## config.mk

```make
export PLATFORM = sky130hd
export DESIGN_NAME = b62e_serializer
export DESIGN_NICKNAME = d
export VERILOG_FILES = /design/src/rtl/b62e_pkg.sv /design/src/rtl/b62e_serializer.sv
export SDC_FILE = /design/constraint.sdc
export NUM_CORES = 1
export LEC_CHECK = 0
export BUFFER_PORTS_ARGS = -buffer_cell sky130_fd_sc_hd__buf_2
export CORE_ASPECT_RATIO = 0.6
export CORE_MARGIN = 1
export CORE_UTILIZATION = 54
export DETAILED_ROUTE_END_ITERATION = 10
export GPL_TIMING_DRIVEN = 0
export PLACE_DENSITY_LB_ADDON = 0.25
export SLEW_MARGIN = 20
export SYNTH_ARGS = -nofsm -noshare
export SYNTH_HDL_FRONTEND = slang
export SYNTH_SLANG_ARGS = --single-unit
export TNS_END_PERCENT = 10
```

## constraint.sdc

```tcl
create_clock -name clk -period 14.4 [get_ports clk]
set_input_delay 3.6 -clock clk [delete_from_list [all_inputs] [get_ports clk]]
set_output_delay 3.6 -clock clk [all_outputs]
set_load 0.005 [all_outputs]
```

## src/rtl/b62e_pkg.sv

```systemverilog
// ----------------------------------------------------------------------------
// b62e_pkg
// Shared types, constants and the digit-to-ASCII map for the base-62 encoder.
// ----------------------------------------------------------------------------
`default_nettype none

package b62e_pkg;

  // width of the input value and of one base-62 digit
  localparam int NUM_W          = 64;
  localparam int DIGIT_W        = 6;
  localparam int CHAR_W         = 7;
  localparam int MIN_LEN_W      = 5;

  // 62^11 exceeds 2^63, so eleven digits always suffice
  localparam int NUM_DIGITS     = 11;
  localparam int DIGIT_IDX_W    = $clog2(NUM_DIGITS);

  // conversion pipeline: four input bits folded in per stage
  localparam int BITS_PER_STAGE = 4;
  localparam int NUM_STAGES     = NUM_W / BITS_PER_STAGE;

  localparam int RADIX          = 62;
  localparam int HALF_RADIX     = RADIX / 2;

  // default for the top-level length parameter
  localparam int MAX_LEN_DEF    = 16;

  typedef logic [NUM_DIGITS-1:0][DIGIT_W-1:0] digits_t;

  // one conversion pipeline slot
  typedef struct packed {
    logic             valid;
    logic             neg;
    logic [NUM_W-1:0] bits;
    digits_t          digits;
  } stage_t;

  // digit value to alphabet character: 0-9, A-Z, a-z
  function automatic logic [CHAR_W-1:0] digit_char(input logic [DIGIT_W-1:0] d);
    logic [CHAR_W-1:0] dx;
    dx = {1'b0, d};
    if (d < DIGIT_W'(10)) begin
      digit_char = CHAR_W'(7'h30) + dx;
    end else if (d < DIGIT_W'(36)) begin
      digit_char = CHAR_W'(7'h41) + dx - CHAR_W'(10);
    end else begin
      digit_char = CHAR_W'(7'h61) + dx - CHAR_W'(36);
    end
  endfunction

  localparam logic [CHAR_W-1:0] CHAR_ZERO = 7'h30;

endpackage

`default_nettype wire

```

## src/rtl/b62e_serializer.sv

```systemverilog
// ----------------------------------------------------------------------------
// b62e_serializer
// Takes a converted digit vector and emits its characters, most significant
// first, left padded, last one marked; a negative gets one error character.
// ----------------------------------------------------------------------------
`default_nettype none

module b62e_serializer #(
  parameter int MAX_LEN = b62e_pkg::MAX_LEN_DEF
) (
  input  wire logic                           clk,
  input  wire logic                           rst,
  input  wire b62e_pkg::stage_t               item,
  input  wire logic [b62e_pkg::MIN_LEN_W-1:0] min_length,
  output logic                                load_ok,
  output logic                                out_valid,
  input  wire logic                           out_ready,
  output logic [b62e_pkg::CHAR_W-1:0]         text_char,
  output logic                                last_char,
  output logic                                negative_error
);

  localparam int LW = $clog2(MAX_LEN + 1);

  logic                    busy;
  logic                    neg;
  logic [LW-1:0]           rem;
  b62e_pkg::digits_t       digits;

  logic [LW-1:0]           ndig;
  logic [LW-1:0]           tgt;
  logic [LW-1:0]           total;
  logic                    emit;
  logic                    load;
  logic [b62e_pkg::CHAR_W-1:0] ch;

  assign load_ok = !busy;
  assign load    = load_ok && item.valid;
  assign emit    = busy && (!out_valid || out_ready);

  // significant digit count and run length
  always_comb begin
    ndig = '0;
    for (int i = 0; i < b62e_pkg::NUM_DIGITS; i++) begin
      if (item.digits[i] != '0) begin
        ndig = LW'(i + 1);
      end
    end
    if (int'(min_length) > MAX_LEN) begin
      tgt = LW'(MAX_LEN);
    end else begin
      tgt = LW'(min_length);
    end
    total = (ndig > tgt) ? ndig : tgt;
  end

  // character at the current position, padding above the stored digits
  always_comb begin
    if (rem < LW'(b62e_pkg::NUM_DIGITS)) begin
      ch = b62e_pkg::digit_char(digits[rem[b62e_pkg::DIGIT_IDX_W-1:0]]);
    end else begin
      ch = b62e_pkg::CHAR_ZERO;
    end
  end

  // run control
  always_ff @(posedge clk) begin
    if (rst) begin
      busy <= 1'b0;
    end else if (load) begin
      busy <= item.neg || (total != '0);
    end else if (emit && (neg || rem == '0)) begin
      busy <= 1'b0;
    end
    if (load) begin
      neg    <= item.neg;
      rem    <= total - LW'(1);
      digits <= item.digits;
    end else if (emit) begin
      rem <= rem - LW'(1);
    end
  end

  // output register
  always_ff @(posedge clk) begin
    if (rst) begin
      out_valid <= 1'b0;
    end else if (emit) begin
      out_valid <= 1'b1;
    end else if (out_ready) begin
      out_valid <= 1'b0;
    end
    if (emit) begin
      text_char      <= neg ? '0 : ch;
      last_char      <= neg || (rem == '0);
      negative_error <= neg;
    end
  end

endmodule

`default_nettype wire

```

==> reports/results.txt <==
Crit Path Class = in -> reg
Peak fanout along the critical path = 7
Post-route setup TNS = 0 ps
FF+latch count, synth = 83
First drt pass iteration count = 5
Fmax = 134 MHz
Area Overhead vs Synth = 21.9%
M1 WL = 4.28 mm
H-tree levels = 3
Die H = 70.0 um
Post-route cell area = 0.00506 mm^2
Multi-input gate area = 0.00154 mm^2
Hold_ws = 526 ps
Outcome = completed
Ys Warns = 0
Final setup fails = 0
Die ar. = 0.00806 mm^2
Most common cell in the netlist = edfxtp_1
DRT Wirelength = 9.23 mm
Clock skew = 4.33 ps
Met3 wire len = 844 um
Worst Tran Pin Value = 627 ps
Synth Flop Type = edfxtp_1
First-pass GRT wire length = 14.4 mm
Critical path startpoint category = input pin
Max-slew headroom = 0.578
Final hold viol count = 0
Switch Pwr = 220 uW
Initial antenna violation count = 0
Sw Ratio = 0.290
Top-area cell type share of the netlist area = 0.585
Vias in the first global route = 2692
Number of fill cells = 525
Critical path required time = 14490 ps
Yosys top cell by area = edfxtp_1
WP data arrival = 7540 ps
IO Port Bufs = 86
Layout cell share with drive strength beyond 1 = 0.342
Number of synthesized flops with an enable pin = 81
Final Max Slew Viols = 0
Clock Latency Late Sink = 340 ps
Max-cap viol count = 0
Placed cell areas = 0.00475 mm^2
Final Util = 0.688
GP Congestion = 0.796
Syn Std Cell Area = 0.00416 mm^2
CTS root buf = clkbuf_16
Clock power share = 0.317
P_leak = 0.00199 uW
Worst min path class = reg -> reg
Total GRT Usage = 0.251
CTS clk-pin slew, worst paths = 60 ps
CTS Buf Count = 9
Nets@finish = 541
Cells after Synth = 292
Largest net degree at the start of global routing = 51
Die width = 115 um
Drt first-iter violations = 226
Async SR Flop Fraction = 0
Final ANT Viol Nets = 0
Clock Sinks = 83
Post-layout min period = 7460 ps
# DRC = 0
Top sig layer = met4
Routed met2 length = 4.04 mm
Cell Pwr Density = 150 mW/mm^2
Critical path endpoint category = flip-flop
Syn avg cell area = 14.2 um^2
Sequential cell area = 0.00247 mm^2
Core area = 0.00736 mm^2
Cell-internal power = 538 uW
Clk buf depth = 2
Unrepaired setup endpoints after global routing = no
Effective utilization at floorplan = 0.565
Cells resized by post-CTS repair = 0
WL per Instance = 18.5 um
Power share of the combinational group = 0.290
Vias = 2828
HPWL Detailed = 7.00 mm
Peak supply drop = 0.0000823 V
Setup Buffers After CTS = 0
Via density = 5.67
Top cells by area, synth = edfxtp_1, mux2i_1, mux4_2
# diodes = 0
Post-synth top cells = edfxtp_1, nor2_1, mux2i_1
Sequential cell area fraction in the yosys report = 0.595
Distinct cells, synth = 56
Num rows = 24
Seq pwr share = 0.393
Post-CTS Hold Buffers = 0
Syn nets = 443
TritonCTS clock tree = yes
Total grt overflow = 0
Period utilisation layout = 0.518
Ports = 151
worst paths after layout:
check                 from            to  slack (ps)  cells after the start
setup / recovery  item[21]        rem[4]        6940                     15
hold / removal        busy     out_valid         530                      2
setup reg to reg    rem[1]  text_char[4]       11090                     12
hold reg to reg       busy     out_valid         530                      2
per-layer routing:
layer,track usage,vias up
li1,-,1348
met1,0.361,1330
met2,0.358,146
met3,0.0799,4
met4,0.0880,0
met5,0,-
power groups by stage:
stage / registers, uW / logic [uW] / clock network, uW
global route: 300 / 238 / 252
global placement: 303 / 208 / 0
finish: 298 / 220 / 241
detailed placement: 303 / 217 / 0
floorplan: 301 / 163 / 0
CTS: 299 / 218 / 245
placed cells by master, fill, tap and decap left out, types with 3 or more instances in the layout:
cell type	synthesis	final
a211oi_1	3	3
a21o_1	4	4
a21oi_1	13	13
a31oi_1	3	3
and2_1	3	3
buf_2	1	87
clkbuf_16	0	9
clkbuf_8	3	3
edfxtp_1	81	81
ha_1	11	11
inv_1	12	11
mux2i_1	19	19
mux4_2	8	8
nand2_1	12	12
nand2b_1	6	6
nand3_1	4	4
nand3b_1	3	3
nor2_1	22	22
nor2b_1	4	4
nor3_1	7	7
nor4_1	9	9
o21a_1	7	7
o21ai_1	3	3
o21ai_2	3	3
or4_1	3	3
xnor2_1	3	3
xor2_1	3	3
state kept, by name, indices dropped and copies added (netlist names):
register,count
last_char,1
digits,66
text_char,7
neg,1
rem,5
busy,1
negative_error,1
out_valid,1
kinds of logic after synthesis:
logic type | Yosys count | synth area share
buffers and inverters | 20 | 0.0358
and+or+nand+nor | 85 | 0.109
muxes | 30 | 0.104
xor gates and xnor gates | 6 | 0.0126
adders and majority gates | 11 | 0.0331
DFF | 83 | 0.595
AOI/OAI and AO/OA | 57 | 0.110
worst max-delay path, stage by stage:
cell and delay, ps:
buf_2 100, or4_1 530, nor3_1 450, a311oi_1 210, o31ai_2 310, ha_1 290
nor2b_1 130, o21a_1 160, o21a_1 170, o21ai_1 460, mux2_2 430, mux2i_1 210
ha_1 220, nand3_1 90, xor2_1 170
metrics by stage:
stage	setup WS [ps]	total power, uW	cells
final	6940	758	499
after detailed placement	6670	520	483
after floorplan	7350	464	292
after global placement	6730	512	482
after CTS	7010	761	499
after global routing	6780	791	499
final cells by class:
| cell class | instances | share of cell area |
|---|---|---|
| buffer | 8 | 0.0205 |
| clock buffer | 9 | 0.0445 |
| timing repair buffer | 87 | 0.0904 |
| clock inverter | 7 | 0.0183 |
| tap | 104 | 0.0257 |
| multi-input combinational | 189 | 0.303 |
| inverter | 12 | 0.00939 |
| sequential | 83 | 0.488 |
Note: power is estimated with default switching activity, not from simulation.
