**config.mk**
```make
export PLATFORM = sky130hd
export DESIGN_NAME = b62e_cvt_stage
export DESIGN_NICKNAME = d
export VERILOG_FILES = /design/src/rtl/b62e_pkg.sv /design/src/rtl/b62e_cvt_stage.sv
export SDC_FILE = /design/constraint.sdc
export NUM_CORES = 1
export LEC_CHECK = 0
export BUFFER_PORTS_ARGS = -buffer_cell sky130_fd_sc_hd__buf_2
export CAP_MARGIN = 20
export CORE_MARGIN = 4
export CORE_UTILIZATION = 40
export CTS_BUF_LIST = sky130_fd_sc_hd__clkbuf_4 sky130_fd_sc_hd__clkbuf_8
export DETAILED_ROUTE_END_ITERATION = 16
export GPL_TIMING_DRIVEN = 0
export HOLD_SLACK_MARGIN = 0.06
export SLEW_MARGIN = 25
export SYNTH_ARGS = -nofsm -noshare
export SYNTH_HDL_FRONTEND = slang
export SYNTH_SLANG_ARGS = --single-unit
export TNS_END_PERCENT = 10
```
**constraint.sdc**
```tcl
create_clock -name clk -period 7.3 [get_ports clk]
set_input_delay 1.095 -clock clk [delete_from_list [all_inputs] [get_ports clk]]
set_output_delay 1.095 -clock clk [all_outputs]
set_load 0.005 [all_outputs]
```
**src/rtl/b62e_pkg.sv**
```systemverilog
// ----------------------------------------------------------------------------
// b62e_pkg
// Shared types, constants and the digit-to-ASCII map for the base-62 encoder.
// ----------------------------------------------------------------------------
`default_nettype none

package b62e_pkg;

  // width of the input value and of one base-62 digit
  localparam int NUM_W          = 64;
  localparam int DIGIT_W        = 6;
  localparam int CHAR_W         = 7;
  localparam int MIN_LEN_W      = 5;

  // 62^11 exceeds 2^63, so eleven digits always suffice
  localparam int NUM_DIGITS     = 11;
  localparam int DIGIT_IDX_W    = $clog2(NUM_DIGITS);

  // conversion pipeline: four input bits folded in per stage
  localparam int BITS_PER_STAGE = 4;
  localparam int NUM_STAGES     = NUM_W / BITS_PER_STAGE;

  localparam int RADIX          = 62;
  localparam int HALF_RADIX     = RADIX / 2;

  // default for the top-level length parameter
  localparam int MAX_LEN_DEF    = 16;

  typedef logic [NUM_DIGITS-1:0][DIGIT_W-1:0] digits_t;

  // one conversion pipeline slot
  typedef struct packed {
    logic             valid;
    logic             neg;
    logic [NUM_W-1:0] bits;
    digits_t          digits;
  } stage_t;

  // digit value to alphabet character: 0-9, A-Z, a-z
  function automatic logic [CHAR_W-1:0] digit_char(input logic [DIGIT_W-1:0] d);
    logic [CHAR_W-1:0] dx;
    dx = {1'b0, d};
    if (d < DIGIT_W'(10)) begin
      digit_char = CHAR_W'(7'h30) + dx;
    end else if (d < DIGIT_W'(36)) begin
      digit_char = CHAR_W'(7'h41) + dx - CHAR_W'(10);
    end else begin
      digit_char = CHAR_W'(7'h61) + dx - CHAR_W'(36);
    end
  endfunction

  localparam logic [CHAR_W-1:0] CHAR_ZERO = 7'h30;

endpackage

`default_nettype wire

```
**src/rtl/b62e_cvt_stage.sv**
```systemverilog
// ----------------------------------------------------------------------------
// b62e_cvt_stage
// One conversion stage: shifts four input bits into the base-62 digit vector.
// ----------------------------------------------------------------------------
`default_nettype none

module b62e_cvt_stage (
  input  wire logic            clk,
  input  wire logic            rst,
  input  wire logic            en,
  input  wire b62e_pkg::stage_t d,
  output b62e_pkg::stage_t     q
);

  b62e_pkg::stage_t nxt;

  // digit vector doubled plus incoming bit; a digit of 31 or more always
  // carries out, so all carries are known before the add
  always_comb begin
    logic [b62e_pkg::NUM_DIGITS:0]  carry;
    logic [b62e_pkg::DIGIT_W:0]     tmp;
    nxt = d;
    for (int j = 0; j < b62e_pkg::BITS_PER_STAGE; j++) begin
      carry[0] = nxt.bits[b62e_pkg::NUM_W-1];
      for (int i = 0; i < b62e_pkg::NUM_DIGITS; i++) begin
        carry[i+1] = (nxt.digits[i] >= b62e_pkg::DIGIT_W'(b62e_pkg::HALF_RADIX));
      end
      for (int i = 0; i < b62e_pkg::NUM_DIGITS; i++) begin
        tmp = {nxt.digits[i], carry[i]};
        if (carry[i+1]) begin
          tmp = tmp - (b62e_pkg::DIGIT_W+1)'(b62e_pkg::RADIX);
        end
        nxt.digits[i] = tmp[b62e_pkg::DIGIT_W-1:0];
      end
      nxt.bits = {nxt.bits[b62e_pkg::NUM_W-2:0], 1'b0};
    end
  end

  // stage register, only valid is reset
  always_ff @(posedge clk) begin
    if (rst) begin
      q.valid <= 1'b0;
    end else if (en) begin
      q.valid <= nxt.valid;
    end
    if (en) begin
      q.neg    <= nxt.neg;
      q.bits   <= nxt.bits;
      q.digits <= nxt.digits;
    end
  end

endmodule

`default_nettype wire

```
==> results of run 1 <==
layout by cell type (no fill, tap or decap), drive strengths merged, types with 25 or more instances in the layout:
cell type,n
buf,277
edfxtp,127
nand2,103
xnor2,78
nand3,73
mux2i,60
inv,59
o21ai,58
a21oi,52
nor2,49
ha,44
mux2,37
nor2b,25
through the flow:
step	cell area [sq um]	hold WS (ns)	worst slack, ns	cells	power, mW
final	13200	0.496	0.472	1815	2.51
after global routing	13200	0.531	0.106	1815	2.68
after CTS	13200	0.501	0.607	1812	2.54
after detailed placement	12900	0.478	0.213	1780	1.90
after global placement	12800	0.474	0.175	1779	1.90
after floorplan	11100	0.485	1.37	1163	1.59
power groups by stage:
stage	clock network, mW	logic (mW)	registers, mW
floorplan	0	0.592	1.00
global placement	0	0.903	0.993
detailed placement	0	0.916	0.989
CTS	0.644	0.923	0.974
global route	0.681	1.02	0.981
finish	0.619	0.918	0.971
metal layers:
| metal | GRT usage (%) | wire length [um] | up-vias |
|---|---|---|---|
| li1 | - | - | 4984 |
| met3 | 4.15 | 1750 | 26 |
| met1 | 23.7 | 13500 | 4697 |
| met2 | 32.8 | 14400 | 263 |
| met4 | 4.84 | 472 | 0 |
| met5 | 0 | 0 | - |
path summary, 6_finish.rpt:
| check | slack (ns) | end | depth (start not counted) | from |
|---|---|---|---|---|
| hold / removal | 0.50 | q[131]$_SDFFE_PP0P_ | 2 | q[131]$_SDFFE_PP0P_ |
| setup / recovery | 0.47 | q[29]$_DFFE_PP_ | 21 | d[24] |
| setup reg to reg | 6.72 | q[131]$_SDFFE_PP0P_ | 2 | q[131]$_SDFFE_PP0P_ |
| hold reg to reg | 0.50 | q[131]$_SDFFE_PP0P_ | 2 | q[131]$_SDFFE_PP0P_ |
kinds of logic (layout without fill, tap and decap cells):
| kind of cell | count (synthesis) | after routing | share of synthesized area (%) |
|---|---|---|---|
| simple gates | 406 | 406 | 19.4 |
| xor+xnor | 99 | 99 | 7.93 |
| mux | 97 | 97 | 9.21 |
| fa+ha+maj | 44 | 44 | 4.95 |
| compound gates | 295 | 295 | 20.4 |
| flops | 128 | 128 | 34.5 |
| other cells | 1 | 7 | 0.0337 |
| buf+inv | 90 | 367 | 3.67 |
final cells by class:
cell class	count	area [sq um]
fill	2652	13900
multi-input combinational	945	6900
sequential	128	3830
timing repair buffer	245	1260
tap	372	465
clock buffer	17	234
buffer	39	214
inverter	51	194
clock inverter	15	141
antenna	3	7.51
worst register-to-register path, cell delays in order, from the launching register on:
cell and delay [ns]:
sky130_fd_sc_hd__dfxtp_1 0.31, sky130_fd_sc_hd__mux2i_1 0.12, sky130_fd_sc_hd__nor2_1 0.05
==> impl_metrics.sql, run 1 <==
INSERT INTO impl_metrics (metric_group, metric, value, unit) VALUES
('run_status', 'run_status', 'completed', ''),
('global_routing', 'antenna_violations_before_repair', '4', ''),
('floorplanning', 'starting_density', '40.9', '%'),
('layout', 'largest_register_ff_count', '128', ''),
('layout', 'reg_top3', 'q x128', ''),
('setup_path', 'worst_path_most_repeated_cell', 'sky130_fd_sc_hd__ha_1', ''),
('timing', 'final.min_clock_period', '6.83', 'ns'),
('cts', 'cts.clk_slew.worst_paths', '0.09', 'ns'),
('setup_path', 'cp_cell_sequence', 'buf_2, ha_1, clkbuf_2, a41oi_1, xnor2_1, ha_1, nand4b_1, o22ai_1, a21boi_0, nor2_1, xnor2_1, ha_1, o21ai_1, o31ai_4, xnor2_1, ha_1, and3_1, a31oi_1, a221oi_1, a21oi_1, a2111oi_0', ''),
('setup_path', 'setup.worst_path.end_class', 'flop', ''),
('timing', 'finalClockSkew', '0', 'ns'),
('synth', 'synth-main-ff-cell', 'sky130_fd_sc_hd__edfxtp_1', ''),
('setup_path', 'worst_path_max_delay_cell', 'sky130_fd_sc_hd__a2111oi_0', ''),
('synth', 'ys.warnings.count', '0', ''),
('synth', 'synth_top_cell_by_area', 'sky130_fd_sc_hd__edfxtp_1', ''),
('timing', 'max_slew.worst_pin.slew', '0.838', 'ns'),
('drt', 'initialDrtViolationCount', '582', ''),
('cts', 'cts.htree.levels', '4', ''),
('setup_path', 'critical-path-max-stage-delay', '0.71', 'ns'),
('layout', 'final_core_utilization', '48.7', '%'),
('drt', 'first_pass_iters', '5', ''),
('floorplanning', 'placement_rows', '60', ''),
('drt', 'drt-vias-per-instance', '5.49', ''),
('floorplanning', 'fp.dieArea', '0.0306', 'sq mm'),
('power', 'switching_power', '0.914', 'mW'),
('synth', 'postSynthRegisterBits', '128', ''),
('power', 'share_of_total_power_in_combinational_logic', '36.6', '%'),
('drt', 'drt.antenna.violating_nets', '0', ''),
('power', 'clkPwrFrac', '24.7', '%'),
('cts', 'postCtsSetupBuffers', '0', ''),
('timing', 'slew_limit_fails', '0', ''),
('timing', 'tns', '0', 'ns'),
('global_routing', 'grt_max_degree', '85', ''),
('synth', 'yosys.cell_count.top_type', 'sky130_fd_sc_hd__edfxtp_1', ''),
('floorplanning', 'core_footprint', '0.0272', 'sq mm'),
('synth', 'post_synth_num_cell_types', '99', ''),
('global_routing', 'global_route.usage.total', '18.8', '%'),
('power', 'peakVddDrop', '0.0000906', 'V'),
('power', 'power.density_cell_area', '189', 'mW/mm^2'),
('synth', 'sequential_to_total_area_share_from_yosys_stat', '34.5', '%'),
('setup_path', 'crit_path_required_time', '7.43', 'ns'),
('power', 'p_seq_share', '38.7', '%'),
('synth', 'synth_top_area_share', '34.3', '%'),
('placed_design', 'hpwl', '23400', 'um'),
('setup_path', 'timing_worst_setup_path_type', 'primary input to flop', ''),
('timing', 'hold_viol_final', '0', ''),
('floorplanning', 'io-pin-count', '267', ''),
('cts', 'cts_hold_bufs', '0', ''),
('drt', 'drcViolationCount', '0', ''),
('synth', 'synth_area_per_cell', '9.59', 'sq um'),
('drt', 'postRouteWirelength', '30000', 'um'),
('timing', 'slew_headroom', '43.5', '%'),
('cts', 'cts_tree', 'yes', ''),
('cts', 'tritoncts_num_sinks', '128', ''),
('floorplanning', 'die_w', '175', 'um'),
('synth', 'synth_area_leaders', 'sky130_fd_sc_hd__edfxtp_1 34%, sky130_fd_sc_hd__xnor2_1 6.0%, sky130_fd_sc_hd__mux2i_1 5.4%', ''),
('placed_design', 'numPortBuffers', '244', ''),
('synth', 'synth_cell_area', '0.0111', 'sq mm'),
('setup_path', 'worst_path_dominant_cell_family', 'compound AO/OA/AOI/OAI gates', ''),
('timing', 'setup_viol_count_final', '0', ''),
('layout', 'post_route_cells_drive_above_1_share', '28.4', '%'),
('layout', 'area_delta_synth_final', '19.0', '%'),
('timing', 'achievable-frequency', '0.146', 'GHz'),
('power', 'power_switching_share', '36.4', '%'),
('placed_design', 'place.gp.congestion', '0.845', ''),
('setup_path', 'timing.critical_path.arrival', '6.96', 'ns'),
('layout', 'nNetsFinal', '1606', ''),
('floorplanning', 'die_y', '175', 'um'),
('cts', 'cts_made_buffers', '17', ''),
('layout', 'largest-register', 'q', ''),
('power', 'static-leakage-power', '5.29', 'nW');
Power figures use the tool's default switching activity.
==> run 2: changes to the inputs <==
- CORE_ASPECT_RATIO: default -> 1.25
==> run 2 against run 1 <==
Compared with the run above: register-to-register slack about the same; sequential cell count unchanged; via count about the same; worst setup slack improved by 0.12 ns; cell count decreased by 1.4%; combinational power decreased by 0.4%; power increased by 2.2%; cell area about the same; clock skew unchanged; critical path type unchanged.
==> impl_metrics.sql, run 2 (synthesis gave the netlist of run 1 again) <==
INSERT INTO impl_metrics (metric_group, metric, value, unit) VALUES
('run_status', 'run_status', 'completed', ''),
('cts', 'worst_skew_pair.late_latency', '0.46', 'ns'),
('layout', 'regArea', '0.00383', 'sq mm'),
('drt', 'drt.antenna.violating_nets', '0', ''),
('layout', 'nNetsFinal', '1606', ''),
('hold_path', 'min-delay-start', 'q[131]$_SDFFE_PP0P_', ''),
('cts', 'cts.clk_slew.worst_paths', '0.09', 'ns'),
('timing', 'slew_limit_fails', '0', ''),
('global_routing', 'grt_max_degree', '78', ''),
('layout', 'largest_register_ff_count', '128', ''),
('layout', 'num-fill-cells', '2652', ''),
('drt', 'first_pass_iters', '5', ''),
('layout', 'multi_input_area', '0.00690', 'sq mm'),
('setup_path', 'r2r_end', 'q[131]$_SDFFE_PP0P_', ''),
('timing', 'max_slew.worst_pin.slew', '0.784', 'ns'),
('setup_path', 'r2r_slack', '6.72', 'ns'),
('placed_design', 'numPortBuffers', '244', ''),
('timing', 'slew_headroom', '47.1', '%'),
('drt', 'drcViolationCount', '0', ''),
('power', 'finalPower', '2.56', 'mW'),
('layout', 'area_delta_synth_final', '19.1', '%'),
('setup_path', 'r2r_cells', '2', ''),
('timing', 'post-route-period-util', '91.9', '%'),
('cts', 'clockRootBuffer', 'sky130_fd_sc_hd__clkbuf_8', ''),
('timing', 'finalClockSkew', '0', 'ns'),
('placed_design', 'hpwl', '23300', 'um'),
('global_routing', 'grt_pass1_vias', '9702', ''),
('timing', 'final.min_clock_period', '6.71', 'ns'),
('cts', 'post_cts.resized_instances', '0', ''),
('setup_path', 'regToRegStartpoint', 'q[131]$_SDFFE_PP0P_', ''),
('setup_path', 'timing.critical_path.arrival', '6.94', 'ns'),
('floorplanning', 'starting_density', '40.4', '%'),
('placed_design', 'numPlacedInstances', '1758', ''),
('drt', 'detail_route.wl_per_cell', '16.4', 'um'),
('hold_path', 'min_to', 'q[131]$_SDFFE_PP0P_', ''),
('power', 'peakVddDrop', '0.000106', 'V'),
('layout', 'layout_commonest_cell', 'sky130_fd_sc_hd__buf_2', ''),
('floorplanning', 'io-pin-count', '267', ''),
('placed_design', 'place.gp.congestion', '0.846', ''),
('setup_path', 'crit_path_required_time', '7.53', 'ns'),
('cts', 'tritoncts_num_sinks', '128', ''),
('timing', 'hold_viol_final', '0', ''),
('layout', 'most_frequent_cells_in_the_layout', '263 x sky130_fd_sc_hd__buf_2, 127 x sky130_fd_sc_hd__edfxtp_1, 102 x sky130_fd_sc_hd__nand2_1', ''),
('cts', 'ctsLongestPathBuffers', '2', ''),
('power', 'power.density_cell_area', '193', 'mW/mm^2'),
('floorplanning', 'die_w', '157', 'um'),
('floorplanning', 'fp.dieArea', '0.0306', 'sq mm'),
('cts', 'postCtsSetupBuffers', '0', ''),
('layout', 'reg_top3', 'q x128', ''),
('layout', 'antennaDiodeCount', '0', ''),
('hold_path', 'min-delay-path-class', 'flop to flop', ''),
('setup_path', 'timing.critical_path.fanout_max', '7', ''),
('setup_path', 'setup.worst_path.end_class', 'flop', ''),
('flow_run', 'drv_cap', '0', ''),
('drt', 'initialDrtViolationCount', '373', ''),
('cts', 'cts.htree.levels', '4', ''),
('power', 'static-leakage-power', '5.31', 'nW'),
('cts', 'cts_hold_bufs', '0', ''),
('cts', 'cts_tree', 'yes', ''),
('global_routing', 'antenna_violations_before_repair', '4', ''),
('global_routing', 'wire_length_of_the_first_global_routing_pass', '47800', 'um'),
('timing', 'rsz0062_at_grt', 'no', ''),
('hold_path', 'worst_hold_path.num_cells', '2', ''),
('floorplanning', 'core_footprint', '0.0276', 'sq mm'),
('floorplanning', 'die_y', '194', 'um'),
('layout', 'post_route_cells_drive_above_1_share', '28.3', '%'),
('drt', 'vias', '9965', ''),
('timing', 'setup_viol_count_final', '0', ''),
('drt', 'postRouteWirelength', '29400', 'um'),
('drt', 'drt-vias-per-instance', '5.57', ''),
('setup_path', 'worst_setup_path_start_kind', 'primary input', ''),
('timing', 'tns', '0', 'ns'),
('floorplanning', 'placement_rows', '68', ''),
('cts', 'cts_made_buffers', '17', ''),
('global_routing', 'gr-total-overflow', '0', ''),
('layout', 'stdcell_count', '1790', ''),
('global_routing', 'global_route.usage.total', '19.0', '%'),
('timing', 'achievable-frequency', '0.149', 'GHz'),
('layout', 'largest-register', 'q', ''),
('setup_path', 'timing_worst_setup_path_type', 'primary input to flop', '');
==> run 2: cell types whose count changed in the layout (fill, tap and decap cells not counted) <==
cell,before,now
sky130_fd_sc_hd__inv_8,4,0
sky130_fd_sc_hd__clkinv_2,1,2
sky130_fd_sc_hd__clkinv_1,2,3
sky130_fd_sc_hd__diode_2,3,0
sky130_fd_sc_hd__inv_6,6,7
sky130_fd_sc_hd__bufinv_16,0,3
sky130_fd_sc_hd__clkinv_8,1,0
sky130_fd_sc_hd__clkinv_4,0,1
sky130_fd_sc_hd__clkinvlp_4,3,1
==> run 2: critical path, cell delays in order <==
cell and delay, ns:
sky130_fd_sc_hd__buf_2 0.14, sky130_fd_sc_hd__ha_1 0.20, sky130_fd_sc_hd__clkbuf_2 0.16, sky130_fd_sc_hd__a41oi_1 0.53, sky130_fd_sc_hd__inv_1 0.28, sky130_fd_sc_hd__ha_1 0.34
sky130_fd_sc_hd__o211a_1 0.22, sky130_fd_sc_hd__nor2_1 0.27, sky130_fd_sc_hd__inv_1 0.19, sky130_fd_sc_hd__xnor2_1 0.21, sky130_fd_sc_hd__ha_1 0.27, sky130_fd_sc_hd__and3_1 0.16
sky130_fd_sc_hd__buf_1 0.16, sky130_fd_sc_hd__a31oi_1 0.16, sky130_fd_sc_hd__a31oi_1 0.08, sky130_fd_sc_hd__nor2_1 0.34, sky130_fd_sc_hd__clkinv_1 0.35, sky130_fd_sc_hd__xnor2_1 0.28
sky130_fd_sc_hd__ha_1 0.25, sky130_fd_sc_hd__nand3_1 0.09, sky130_fd_sc_hd__nor3b_1 0.54, sky130_fd_sc_hd__a311oi_2 0.27, sky130_fd_sc_hd__inv_2 0.13, sky130_fd_sc_hd__and3_1 0.17
sky130_fd_sc_hd__xnor2_1 0.07
==> run 2: how the worst max path moves through the flow <==
stage	start	end	slack, ns
after detailed placement	d[24]	q[34]$_DFFE_PP_	0.14
after floorplan	d[42]	q[44]$_DFFE_PP_	1.37
final	d[24]	q[34]$_DFFE_PP_	0.59
after CTS	d[24]	q[34]$_DFFE_PP_	0.66
after global routing	d[24]	q[34]$_DFFE_PP_	0.13
after global placement	d[24]	q[34]$_DFFE_PP_	0.25
==> run 2: layout make-up <==
| type | count | share of cell area, % |
|---|---|---|
| Multi-Input combinational cell | 945 | 52.1 |
| Timing Repair Buffer | 245 | 9.50 |
| Inverter | 51 | 1.46 |
| Tap cell | 350 | 3.30 |
| Sequential cell | 128 | 28.9 |
| Clock inverter | 15 | 1.37 |
| Clock buffer | 17 | 1.77 |
| Buffer | 39 | 1.61 |
==> run 2: through the flow <==
step                hold slack [ns]  worst slack (ns)  cell area, sq um  utilization [%]
floorplan                     0.485              1.37             11100                -
global placement              0.472             0.251             12800             46.4
detailed placement            0.493             0.143             12800             46.6
CTS                           0.512             0.660             13300             48.1
global route                  0.528             0.131             13300             48.1
finish                        0.507             0.590             13300             48.1
==> run 2: where the power goes <==
part | internal, mW | leakage (nW) | switching, mW
Sequential | 0.944 | 1.25 | 0.0259
Combinational | 0.399 | 3.85 | 0.515
Clock | 0.343 | 0.210 | 0.337
Total | 1.69 | 5.31 | 0.878
==> run 2: layer usage <==
| layer | vias up | share of wire, % | GRT usage (%) |
|---|---|---|---|
| li1 | 4972 | - | - |
| met1 | 4659 | 41 | 22.6 |
| met2 | 283 | 50 | 33.5 |
| met3 | 43 | 6.8 | 4.61 |
| met4 | 8 | 1.6 | 5.48 |
| met5 | - | 0.16 | 0 |
==> run 3: changes to the inputs <==
- PLACE_DENSITY_LB_ADDON: default -> 0.15
==> run 3 against run 2 <==
Compared with the run above: sequential cell count unchanged; clock skew unchanged; cell area about the same; count of clock-buffer cells in the layout unchanged; register-to-register slack about the same; routed wire length increased by 0.59%; power increased by 0.15%; critical path type unchanged; largest power group unchanged.
==> impl_metrics.sql, run 3 (synthesis gave the netlist of run 1 again) <==
INSERT INTO impl_metrics (metric_group, metric, value, unit) VALUES
('run_status', 'run_status', 'completed', ''),
('cts', 'cts_made_buffers', '17', ''),
('placed_design', 'placed_area', '0.0128', 'sq mm'),
('cts', 'clockRootBuffer', 'sky130_fd_sc_hd__clkbuf_8', ''),
('timing', 'final.min_clock_period', '6.70', 'ns'),
('drt', 'postRouteWirelength', '29600', 'um'),
('layout', 'nNetsFinal', '1606', ''),
('drt', 'drcViolationCount', '0', ''),
('timing', 'post-route-period-util', '91.8', '%'),
('cts', 'ctsLongestPathBuffers', '2', ''),
('placed_design', 'place.gp.congestion', '0.828', ''),
('floorplanning', 'placement_rows', '68', ''),
('layout', 'largest_register_ff_count', '128', ''),
('hold_path', 'min-delay-start', 'q[131]$_SDFFE_PP0P_', ''),
('floorplanning', 'io-pin-count', '267', ''),
('cts', 'post_cts.resized_instances', '0', ''),
('timing', 'slew_limit_fails', '0', ''),
('drt', 'detail_route.wl_per_cell', '16.5', 'um'),
('setup_path', 'timing.critical_path.fanout_max', '7', ''),
('cts', 'cts_tree', 'yes', ''),
('hold_path', 'min_to', 'q[131]$_SDFFE_PP0P_', ''),
('setup_path', 'worst_path_most_repeated_cell', 'sky130_fd_sc_hd__ha_1', ''),
('drt', 'first_pass_iters', '4', ''),
('layout', 'post_route_cells_drive_above_1_share', '28.3', '%'),
('layout', 'reg_top3', 'q x128', ''),
('cts', 'postCtsSetupBuffers', '0', ''),
('timing', 'setup_viol_count_final', '0', ''),
('layout', 'largest-register', 'q', ''),
('cts', 'worst_skew_pair.late_latency', '0.45', 'ns'),
('global_routing', 'wire_length_of_the_first_global_routing_pass', '47000', 'um'),
('global_routing', 'grt_pass1_vias', '9395', ''),
('setup_path', 'crit_path_required_time', '7.51', 'ns'),
('layout', 'num-fill-cells', '2641', ''),
('cts', 'cts.htree.levels', '4', ''),
('placed_design', 'place_ws', '0.141', 'ns'),
('global_routing', 'antenna_violations_before_repair', '5', ''),
('floorplanning', 'fp.dieArea', '0.0306', 'sq mm'),
('setup_path', 'r2r_cells', '2', ''),
('timing', 'post-route-worst-setup-slack', '0.599', 'ns'),
('timing', 'achievable-frequency', '0.149', 'GHz'),
('hold_path', 'min-delay-path-class', 'flop to flop', ''),
('cts', 'tritoncts_num_sinks', '128', ''),
('flow_run', 'drv_cap', '0', ''),
('timing', 'max_slew.worst_pin.slew', '0.826', 'ns'),
('layout', 'most_frequent_cells_in_the_layout', '263 x sky130_fd_sc_hd__buf_2, 127 x sky130_fd_sc_hd__edfxtp_1, 102 x sky130_fd_sc_hd__nand2_1', ''),
('setup_path', 'worst_path_max_delay_cell', 'sky130_fd_sc_hd__a41oi_1', ''),
('setup_path', 'worst_setup_path_start_kind', 'primary input', ''),
('setup_path', 'critical-path-max-stage-delay', '0.54', 'ns'),
('layout', 'area_delta_synth_final', '19.1', '%'),
('setup_path', 'r2r_slack', '6.71', 'ns'),
('drt', 'vias', '9876', ''),
('cts', 'cts_hold_bufs', '0', ''),
('timing', 'rsz0062_at_grt', 'no', ''),
('drt', 'drt-vias-per-instance', '5.51', ''),
('timing', 'finalClockSkew', '0', 'ns'),
('layout', 'post-route-cell-area', '0.0133', 'sq mm'),
('global_routing', 'gr-total-overflow', '0', ''),
('timing', 'tns', '0', 'ns'),
('floorplanning', 'starting_density', '40.4', '%'),
('layout', 'layout_commonest_cell', 'sky130_fd_sc_hd__buf_2', ''),
('floorplanning', 'die_y', '194', 'um'),
('power', 'peakVddDrop', '0.000107', 'V'),
('setup_path', 'timing_worst_setup_path_type', 'primary input to flop', ''),
('drt', 'initialDrtViolationCount', '391', ''),
('setup_path', 'timing.critical_path.arrival', '6.91', 'ns'),
('drt', 'drt.antenna.violating_nets', '0', ''),
('global_routing', 'grt_max_degree', '72', ''),
('floorplanning', 'core_footprint', '0.0276', 'sq mm'),
('hold_path', 'worst_hold_path.num_cells', '2', ''),
('floorplanning', 'die_w', '157', 'um'),
('placed_design', 'hpwl', '23100', 'um'),
('global_routing', 'global_route.usage.total', '18.6', '%'),
('cts', 'cts.clk_slew.worst_paths', '0.08', 'ns'),
('timing', 'slew_headroom', '44.2', '%'),
('power', 'static-leakage-power', '5.31', 'nW'),
('timing', 'hold_viol_final', '0', ''),
('setup_path', 'regToRegStartpoint', 'q[131]$_SDFFE_PP0P_', ''),
('setup_path', 'setup.worst_path.end_class', 'flop', ''),
('power', 'power.density_cell_area', '194', 'mW/mm^2'),
('placed_design', 'numPortBuffers', '244', ''),
('setup_path', 'r2r_end', 'q[131]$_SDFFE_PP0P_', '');
==> run 3: cell count changes in the layout (fill, tap and decap cells not counted), sizes merged <==
cell    before  now
diode        0    1
clkinv       6    8
inv         56   54
==> run 3: how the worst max path moves through the flow <==
stage          start         endpoint  slack (ns)  cells past startpoint
2_1_floorplan  d[42]  q[44]$_DFFE_PP_        1.37                     22
3_3_place_gp   d[24]  q[34]$_DFFE_PP_        0.25                     25
3_5_place_dp   d[24]  q[34]$_DFFE_PP_        0.14                     25
4_1_cts        d[24]  q[34]$_DFFE_PP_        0.63                     25
5_1_grt        d[24]  q[34]$_DFFE_PP_        0.03                     26
6_report       d[24]  q[34]$_DFFE_PP_        0.60                     25
==> run 3: metrics by stage <==
step / utilization [%] / cells / power (mW) / hold WS [ns]
final: 48.1 / 1791 / 2.57 / 0.517
after global routing: 48.1 / 1791 / 2.74 / 0.557
after CTS: 48.1 / 1790 / 2.60 / 0.524
after detailed placement: 46.6 / 1758 / 1.90 / 0.499
after global placement: 46.4 / 1757 / 1.89 / 0.479
after floorplan: - / 1163 / 1.59 / 0.485
==> run 3: per-layer routing <==
layer / vias to the layer above / wire length [um] / track usage [%]
met5: - / 46 / 0
met4: 8 / 419 / 4.69
met3: 29 / 1740 / 4.39
met2: 229 / 14500 / 32.4
met1: 4629 / 12900 / 23.1
li1: 4981 / - / -
==> run 3: cell type report <==
type                       count  area, sq um  area share, %
antenna                        1         2.50         0.0189
clock inverter                15          183           1.38
tap                          350          438           3.30
clock buffer                  17          234           1.77
sequential                   128         3830           28.9
multi-input combinational    945         6900           52.0
timing repair buffer         245         1260           9.50
inverter                      51          194           1.46
buffer                        39          214           1.61
==> run 3: power by group <==
group / internal, mW / total, mW / switching (mW) / leakage (nW)
registers: 0.944 / 0.968 / 0.0247 / 1.25
clock network: 0.343 / 0.682 / 0.339 / 0.208
logic: 0.399 / 0.917 / 0.518 / 3.85
total: 1.69 / 2.57 / 0.882 / 5.31
==> run 3: critical path: cells and delay by family <==
kind | cells | cell delay, ns
adders and majority gates | 4 | 1.05
xor gates and xnor gates | 3 | 0.57
buffers and inverters | 7 | 1.38
AOI/OAI and AO/OA | 5 | 1.28
and+or+nand+nor | 6 | 1.51
